`config.mk`:
```
export PLATFORM = sky130hd
export DESIGN_NAME = binary_min_heap_queue_top
export DESIGN_NICKNAME = d
export VERILOG_FILES = /design/src/hw/rtl/bmhq_pkg.sv /design/src/hw/rtl/bmhq_dp.sv /design/src/hw/rtl/bmhq_ctrl.sv /design/src/hw/rtl/binary_min_heap_queue_top.sv
export SDC_FILE = /design/constraint.sdc
export NUM_CORES = 2
export LEC_CHECK = 0
export BUFFER_PORTS_ARGS = -buffer_cell sky130_fd_sc_hd__buf_2
export CORE_ASPECT_RATIO = 0.75
export CORE_MARGIN = 1
export CORE_UTILIZATION = 35
export CTS_CLUSTER_DIAMETER = 50
export DETAILED_ROUTE_END_ITERATION = 8
export GPL_TIMING_DRIVEN = 0
export PLACE_DENSITY = 0.56
export SLEW_MARGIN = 20
export SYNTH_ARGS = -nofsm -noshare
export SYNTH_HDL_FRONTEND = slang
export SYNTH_HIERARCHICAL = 1
export SYNTH_SLANG_ARGS = --single-unit
```
`constraint.sdc`:
```
create_clock -name clk -period 8.3 [get_ports clk]
set_clock_uncertainty 0.15 [all_clocks]
set_input_delay 0.415 -clock clk [delete_from_list [all_inputs] [get_ports clk]]
set_output_delay 0.415 -clock clk [all_outputs]
set_load 0.02 [all_outputs]
```
`src/hw/rtl/bmhq_pkg.sv`:
```
package bmhq_pkg;

  localparam int KEY_W   = 32;
  localparam int COUNT_W = 7;

  localparam logic REQ_INSERT  = 1'b0;
  localparam logic REQ_EXTRACT = 1'b1;

  localparam logic [1:0] ST_OK    = 2'd0;
  localparam logic [1:0] ST_FULL  = 2'd1;
  localparam logic [1:0] ST_EMPTY = 2'd2;

  typedef struct packed {
    logic                    req_type;
    logic signed [KEY_W-1:0] key_in;
  } in_item_t;

  typedef struct packed {
    logic signed [KEY_W-1:0] key_out;
    logic [1:0]              status;
    logic [COUNT_W-1:0]      count;
  } out_item_t;

  typedef enum logic [2:0] {
    S_IDLE,
    S_DECIDE,
    S_UP_RD,
    S_UP_CMP,
    S_EX_LD,
    S_DN_RD,
    S_DN_CMP,
    S_RESP
  } ctrl_state_t;

  typedef struct packed {
    logic start;
    logic rd_root;
    logic rd_par;
    logic place;
    logic inc;
    logic up_cmp;
    logic ex_load;
    logic dn_cmp;
    logic load_out;
  } ctrl_cmd_t;

  typedef struct packed {
    logic reject;
    logic is_ext;
    logic pos_zero;
    logic leaf;
    logic up_less;
    logic dn_move;
  } dp_stat_t;

endpackage

```
`src/hw/rtl/bmhq_dp.sv`:
```
module bmhq_dp #(
  parameter int CAPACITY = 64
) (
  input  logic                clk,
  input  logic                rst_n,
  input  bmhq_pkg::in_item_t  in_data,
  input  bmhq_pkg::ctrl_cmd_t cmd,
  output bmhq_pkg::dp_stat_t  stat,
  output bmhq_pkg::out_item_t out_data
);
  import bmhq_pkg::*;

  localparam int AW = (CAPACITY > 1) ? $clog2(CAPACITY) : 1;
  localparam int IW = AW + 1;
  localparam logic [IW-1:0] CAP_I = IW'(CAPACITY);

  logic signed [KEY_W-1:0] mem [CAPACITY];

  logic [IW-1:0]           cnt_r;
  logic [IW-1:0]           pos_r;
  logic                    req_r;
  logic signed [KEY_W-1:0] key_r;
  logic signed [KEY_W-1:0] kout_r;
  logic [1:0]              stat_r;
  logic signed [KEY_W-1:0] rd_a_r;
  logic signed [KEY_W-1:0] rd_b_r;
  out_item_t               out_r;

  logic [IW-1:0]           parent;
  logic [IW-1:0]           lo_idx;
  logic [IW-1:0]           hi_idx;
  logic [AW-1:0]           rd_addr_a;
  logic [AW-1:0]           rd_addr_b;
  logic                    lo_take;
  logic                    hi_take;
  logic [IW-1:0]           best_idx;
  logic signed [KEY_W-1:0] best_val;
  logic                    up_less;
  logic                    wr_en;
  logic [AW-1:0]           wr_addr;
  logic signed [KEY_W-1:0] wr_data;

  assign parent = (pos_r - IW'(1)) >> 1;
  assign lo_idx = {pos_r[AW-1:0], 1'b1};
  assign hi_idx = lo_idx + IW'(1);

  // read port selection
  always_comb begin
    if (cmd.rd_root) begin
      rd_addr_a = '0;
      rd_addr_b = AW'(cnt_r - IW'(1));
    end else if (cmd.rd_par) begin
      rd_addr_a = parent[AW-1:0];
      rd_addr_b = hi_idx[AW-1:0];
    end else begin
      rd_addr_a = lo_idx[AW-1:0];
      rd_addr_b = hi_idx[AW-1:0];
    end
  end

  // pick the smaller child, left wins on a tie
  always_comb begin
    lo_take  = (lo_idx < cnt_r) && (rd_a_r < key_r);
    best_val = lo_take ? rd_a_r : key_r;
    best_idx = lo_take ? lo_idx : pos_r;
    hi_take  = (hi_idx < cnt_r) && (rd_b_r < best_val);
    if (hi_take) begin
      best_val = rd_b_r;
      best_idx = hi_idx;
    end
  end

  assign up_less = key_r < rd_a_r;

  always_comb begin
    wr_en   = 1'b0;
    wr_addr = pos_r[AW-1:0];
    wr_data = key_r;
    if (cmd.place) begin
      wr_en = 1'b1;
    end else if (cmd.up_cmp) begin
      wr_en   = 1'b1;
      wr_data = up_less ? rd_a_r : key_r;
    end else if (cmd.dn_cmp) begin
      wr_en   = 1'b1;
      wr_data = best_val;
    end
  end

  always_ff @(posedge clk) begin
    if (wr_en) begin
      mem[wr_addr] <= wr_data;
    end
    rd_a_r <= mem[rd_addr_a];
    rd_b_r <= mem[rd_addr_b];
  end

  always_ff @(posedge clk) begin
    if (!rst_n) begin
      cnt_r <= '0;
    end else if (cmd.ex_load) begin
      cnt_r <= cnt_r - IW'(1);
    end else if (cmd.inc || (cmd.up_cmp && !up_less)) begin
      cnt_r <= cnt_r + IW'(1);
    end
  end

  always_ff @(posedge clk) begin
    if (cmd.start) begin
      req_r <= in_data.req_type;
      key_r <= in_data.key_in;
      pos_r <= cnt_r;
      if (in_data.req_type == REQ_EXTRACT) begin
        stat_r <= (cnt_r == '0) ? ST_EMPTY : ST_OK;
        kout_r <= (cnt_r == '0) ? '1 : '0;
      end else begin
        stat_r <= (cnt_r == CAP_I) ? ST_FULL : ST_OK;
        kout_r <= '0;
      end
    end
    if (cmd.ex_load) begin
      kout_r <= rd_a_r;
      key_r  <= rd_b_r;
      pos_r  <= '0;
    end
    if (cmd.up_cmp && up_less) begin
      pos_r <= parent;
    end
    if (cmd.dn_cmp && (lo_take || hi_take)) begin
      pos_r <= best_idx;
    end
    if (cmd.load_out) begin
      out_r.key_out <= kout_r;
      out_r.status  <= stat_r;
      out_r.count   <= COUNT_W'(cnt_r);
    end
  end

  always_comb begin
    stat.reject   = (stat_r != ST_OK);
    stat.is_ext   = (req_r == REQ_EXTRACT);
    stat.pos_zero = (pos_r == '0);
    stat.leaf     = !(lo_idx < cnt_r);
    stat.up_less  = up_less;
    stat.dn_move  = lo_take || hi_take;
  end

  assign out_data = out_r;

`ifndef ASSERT_OFF
  a_cnt_bound: assert property (@(posedge clk) disable iff (!rst_n)
    cnt_r <= CAP_I)
    else $error("heap count above capacity");

  a_wr_in_heap: assert property (@(posedge clk) disable iff (!rst_n)
    wr_en |-> (pos_r < CAP_I))
    else $error("heap write outside the store");

  a_cnt_step: assert property (@(posedge clk) disable iff (!rst_n)
    ($past(rst_n) && (cnt_r != $past(cnt_r))) |->
      ((cnt_r == $past(cnt_r) + IW'(1)) || (cnt_r == $past(cnt_r) - IW'(1))))
    else $error("heap count moved by more than one");
`endif

endmodule

```
`src/hw/rtl/bmhq_ctrl.sv`:
```
module bmhq_ctrl (
  input  logic                clk,
  input  logic                rst_n,
  input  logic                in_valid,
  output logic                in_ready,
  output logic                out_valid,
  input  logic                out_ready,
  input  bmhq_pkg::dp_stat_t  stat,
  output bmhq_pkg::ctrl_cmd_t cmd
);
  import bmhq_pkg::*;

  ctrl_state_t state_r;
  ctrl_state_t state_nxt;
  logic        out_valid_r;
  logic        out_valid_nxt;

  always_ff @(posedge clk) begin
    if (!rst_n) begin
      state_r     <= S_IDLE;
      out_valid_r <= 1'b0;
    end else begin
      state_r     <= state_nxt;
      out_valid_r <= out_valid_nxt;
    end
  end

  always_comb begin
    state_nxt     = state_r;
    cmd           = '0;
    out_valid_nxt = out_valid_r && !out_ready;
    case (state_r)
      S_IDLE: begin
        if (in_valid) begin
          cmd.start = 1'b1;
          state_nxt = S_DECIDE;
        end
      end
      S_DECIDE: begin
        if (stat.reject) begin
          state_nxt = S_RESP;
        end else if (stat.is_ext) begin
          cmd.rd_root = 1'b1;
          state_nxt   = S_EX_LD;
        end else begin
          state_nxt = S_UP_RD;
        end
      end
      S_UP_RD: begin
        if (stat.pos_zero) begin
          cmd.place = 1'b1;
          cmd.inc   = 1'b1;
          state_nxt = S_RESP;
        end else begin
          cmd.rd_par = 1'b1;
          state_nxt  = S_UP_CMP;
        end
      end
      S_UP_CMP: begin
        cmd.up_cmp = 1'b1;
        state_nxt  = stat.up_less ? S_UP_RD : S_RESP;
      end
      S_EX_LD: begin
        cmd.ex_load = 1'b1;
        state_nxt   = S_DN_RD;
      end
      S_DN_RD: begin
        if (stat.leaf) begin
          cmd.place = 1'b1;
          state_nxt = S_RESP;
        end else begin
          state_nxt = S_DN_CMP;
        end
      end
      S_DN_CMP: begin
        cmd.dn_cmp = 1'b1;
        state_nxt  = stat.dn_move ? S_DN_RD : S_RESP;
      end
      S_RESP: begin
        if (!out_valid_r || out_ready) begin
          cmd.load_out  = 1'b1;
          out_valid_nxt = 1'b1;
          state_nxt     = S_IDLE;
        end
      end
      default: begin
        state_nxt = S_IDLE;
      end
    endcase
  end

  assign in_ready  = (state_r == S_IDLE);
  assign out_valid = out_valid_r;

`ifndef ASSERT_OFF
  a_load_free: assert property (@(posedge clk) disable iff (!rst_n)
    cmd.load_out |-> (!out_valid_r || out_ready))
    else $error("result overwritten before it was taken");

  a_resp_valid: assert property (@(posedge clk) disable iff (!rst_n)
    cmd.load_out |=> out_valid_r)
    else $error("result loaded without valid");

  a_start_idle: assert property (@(posedge clk) disable iff (!rst_n)
    cmd.start |=> (state_r == S_DECIDE))
    else $error("request started outside idle");
`endif

endmodule

```
`src/hw/rtl/binary_min_heap_queue_top.sv`:
```
// Bounded min-heap priority queue of signed 32-bit keys, CAPACITY deep. Each transaction
// either inserts a key or extracts the smallest one and returns one result with status,
// the extracted key and the count after the request. An accepted request first passes a
// decide state, from which a rejected or empty request goes straight to the response.
// An insert moves its key up level by level until it reaches the root or stops below its
// parent; an extract takes the root, moves the last entry to the root and sifts it down
// until it reaches a leaf or the last compare stops it. Each level passes a read state and
// a compare and write state over the heap memory, with both children read in the same
// cycle. One request is in flight at a time; the next one is taken the cycle after a
// result is loaded, even while that result still waits at the output register.
module binary_min_heap_queue_top #(
  parameter int CAPACITY = 64
) (
  input  logic                clk,
  input  logic                rst_n,
  input  logic                in_valid,
  output logic                in_ready,
  input  bmhq_pkg::in_item_t  in_data,
  output logic                out_valid,
  input  logic                out_ready,
  output bmhq_pkg::out_item_t out_data
);
  import bmhq_pkg::*;

  ctrl_cmd_t cmd;
  dp_stat_t  stat;

  bmhq_ctrl u_ctrl (
    .clk       (clk),
    .rst_n     (rst_n),
    .in_valid  (in_valid),
    .in_ready  (in_ready),
    .out_valid (out_valid),
    .out_ready (out_ready),
    .stat      (stat),
    .cmd       (cmd)
  );

  bmhq_dp #(
    .CAPACITY (CAPACITY)
  ) u_dp (
    .clk      (clk),
    .rst_n    (rst_n),
    .in_data  (in_data),
    .cmd      (cmd),
    .stat     (stat),
    .out_data (out_data)
  );

endmodule
```
==> metrics.cfg <==
[outcome]
status=finished, violations left
violations=setup timing

[setup_path]
crit_chain=buf_2 -> or3_1 -> buf_2 -> nor4b_1 -> nor2b_1 -> buf_2 -> a211oi_4 -> buf_2 -> buf_2 -> clkdlybuf4s15_1 -> a211oi_1 -> a31oi_1 -> a211oi_1 -> a21oi_1 -> a221o_1
criticalPathCategory=reg -> reg
cp_max_fo=13
worst_ep_arrival_time_ns=8.90
slowest_stage=nor4b_1
path_buf_inv=6
crit_required_ns=8.86
crit_top_cell=buf_2
worst_path_largest_cell_delay_ns=0.90
start_kind=register
endpoint_kind=register
path_delay_family=compound AO/OA/AOI/OAI gates

[timing]
finalMaxSlewViolations=0
worst_slack_ns=-0.03930
hold_violations=0
min_period_ns=8.339
rsz0062_at_grt=no
setup_viol=1
timing.final.crit_share_pct=100.5
worstMarginPinSlew_ns=1.410
holdWs_ns=0.1653
max_freq_mhz=119.9
slew_headroom_pct=5.971

[yosys]
synth_cell_types=83
synth_cells=7757
synth.ff_latch_count=2238
synth_enable_flop_cells=2163
avgSynthCellArea_um2=13.95
syn-num-nets=7874
ys_seq_area_share_pct=61.43
syn_area_um2=108200
synth_flop_cell=edfxtp_1
synthArstFlopShare_pct=0
yosys_warnings=6

[floorplan]
fp.dieH_um=483.5
core_um2=307000
die_w_um=643.9
ioPinCount=80
rows=176
dieArea_um2=311300
initial_core_util_pct=35.24

[placement]
dp_cells=12130
place_congestion=1.074
portBuffers=79
hpwl_um=386500

[grt]
grt_pass1_wl_um=684000
grt_max_degree=57
overflow=0
grt_use_total_pct=32.15
grt_antenna_before_repair=70
first_global_vias=77590

[final_layout]
nets=8433
fillers=27940
instances_no_fill=12670
post-route-util_pct=41.77
drive_above_1_share_pct=18.90
seq_area_um2=66450
multi_input_area_um2=39650
syn_to_final_growth_pct=18.53

[detailed_routing]
ant_nets=0
wire_per_inst_um=40.84
drt-total-wl_um=517400
dr.pass1.iters=9
drc=0
drt-initial-drc-count=15800
via_per_inst=6.629
vias=84000

[worst_hold_path]
hold_path_class=in -> reg

[clock_network]
clk_path_buf_depth=4
clock-root-buffer=clkbuf_16
h-tree-depth=4
tritoncts=built
cts_made_buffers=239
clk_pin_slew_worst_paths_ns=0.06
cts_sinks=2238
insertion_delay_ns=0.99

[power]
cellPowerDensity_nw_per_um2=464.8
p_leak_nw=41.30
ir_drop_mv=0.4000
finalPower_mw=59.60

[job]
drv_cap=0

-- per-stage QoR --
stage               setup WS (ns)  setup TNS [ns]  instance area (um^2)
global placement           -4.900        -7757.68                113700
global route             0.005746               0                128100
finish                   -0.03930        -0.03930                128200
detailed placement         0.2668               0                119600
CTS                        0.2721               0                127900
floorplan                  0.5012               0                108200
-- worst paths after layout --
kind / startpoint / endpoint / slack, ns / cells past startpoint
worst max register to register: u_dp/pos_r[3]$_DFFE_PP_ / u_dp/rd_a_r[11]$_DFF_P_ / -0.04 / 15
worst min-delay path: in_data[32] / u_dp/req_r$_DFFE_PP_ / 0.17 / 2
worst max-delay path: u_dp/pos_r[3]$_DFFE_PP_ / u_dp/rd_a_r[11]$_DFF_P_ / -0.04 / 15
worst min register to register: u_dp/kout_r[0]$_DFFE_PN_ / u_dp/out_data[9]$_DFFE_PP_ / 0.22 / 0
-- registers in the layout, indices dropped and copies added (netlist names) --
name / flops
u_dp/rd_a_r: 32
u_dp/out_data: 41
u_dp/pos_r: 7
u_dp/key_r: 32
u_dp/mem: 2048
u_dp/rd_b_r: 32
u_dp/kout_r: 32
u_dp/req_r: 1
u_dp/cnt_r: 7
u_ctrl/out_valid: 1
u_ctrl/state_r: 3
u_dp/stat_r: 2
-- layout by cell type (no fill, tap or decap), types with 37 or more instances in the layout --
cell and instances:
inv_1 84, dfxtp_1 75, a21o_1 45, nor2_4 65
nor2b_1 133, edfxtp_1 2163, and2_1 514, buf_12 73
a211oi_1 897, ha_1 80, buf_16 113, a31oi_1 260
buf_2 278, a311oi_1 257, buf_1 59, mux2i_1 166
clkinv_2 53, clkbuf_16 242, clkinv_1 43, nor2_1 38
dlygate4sd3_1 37, a21oi_1 291, nand2_1 1058, clkbuf_1 413
mux4_2 512, diode_2 67
-- synthesized netlist by cell type (6+ instances only) --
cell type	count	area, um^2
o21a_1	6	45.04
edfxtp_1	2163	64950
mux4_2	512	11530
nor2_1	103	386.6
mux2_2	33	371.6
a21o_1	45	337.8
nand4_1	11	68.82
a211o_1	36	315.3
nor2b_1	133	832.1
a211oi_1	907	6809
nand3_1	9	45.04
inv_1	84	315.3
o21ai_0	19	95.09
dfxtp_1	75	1501
o31ai_1	36	270.3
buf_6	10	112.6
a221o_1	33	330.3
xnor2_1	13	113.9
buf_2	196	980.9
and2_1	514	3216
o221ai_1	31	271.5
a21oi_1	320	1602
buf_1	62	232.7
and2_0	9	56.30
clkbuf_1	404	1516
mux2i_1	167	1672
nand2_1	1063	3990
and3_1	6	37.54
a311oi_1	257	2251
ha_1	80	1001
buf_4	16	120.1
a22oi_1	33	247.7
a31oi_1	260	1627
nor3_1	13	65.06
-- layer usage --
| metal | wire length [um] | GRT usage, % | part of all wire [%] |
|---|---|---|---|
| met1 | 195800 | 43.04 | 38 |
| met5 | 1286 | 1.516 | 0.25 |
| met4 | 28960 | 15.55 | 5.6 |
| met3 | 96140 | 18.06 | 19 |
| met2 | 195300 | 41.05 | 38 |
-- logic make-up after synthesis --
logic type | count (synthesis) | share of synthesized area [%]
multiplexers | 712 | 12.55
adder cells (fa/ha/maj) | 80 | 0.9253
flip-flops | 2238 | 61.43
buffers and inverters | 776 | 3.065
XOR/XNOR | 18 | 0.1457
AO/OA/AOI/OAI | 2023 | 13.48
AND/OR/NAND/NOR | 1910 | 8.397
-- where the power goes --
| part | internal (mW) | leakage, nW | total [mW] | switching (mW) |
|---|---|---|---|---|
| clock network | 6.39 | 3.89 | 11.2 | 4.81 |
| registers | 14.2 | 20.1 | 14.6 | 0.439 |
| logic | 7.90 | 17.3 | 33.8 | 25.9 |
| total | 28.5 | 41.3 | 59.6 | 31.1 |
-- cell type report --
cell class                      count  share of cell area (%)
Clock buffer                      271                   4.816
Antenna cell                       67                  0.1308
Multi-Input combinational cell   4743                   30.92
Buffer                            690                   2.358
Timing Repair Buffer              318                   4.312
Tap cell                         4094                   3.995
Sequential cell                  2238                   51.83
Clock inverter                    164                   1.382
Inverter                           86                  0.2537
-- what timing repair did --
action / 4_1_cts / 5_1_grt
endpoints found under the hold margin: 49 / 0
buffers inserted: 0 / 3
hold buffers: 37 / 0
endpoints found under the setup margin: 0 / 91
resized for setup: 0 / 5
No activity file was read; power rests on OpenSTA's default activity.
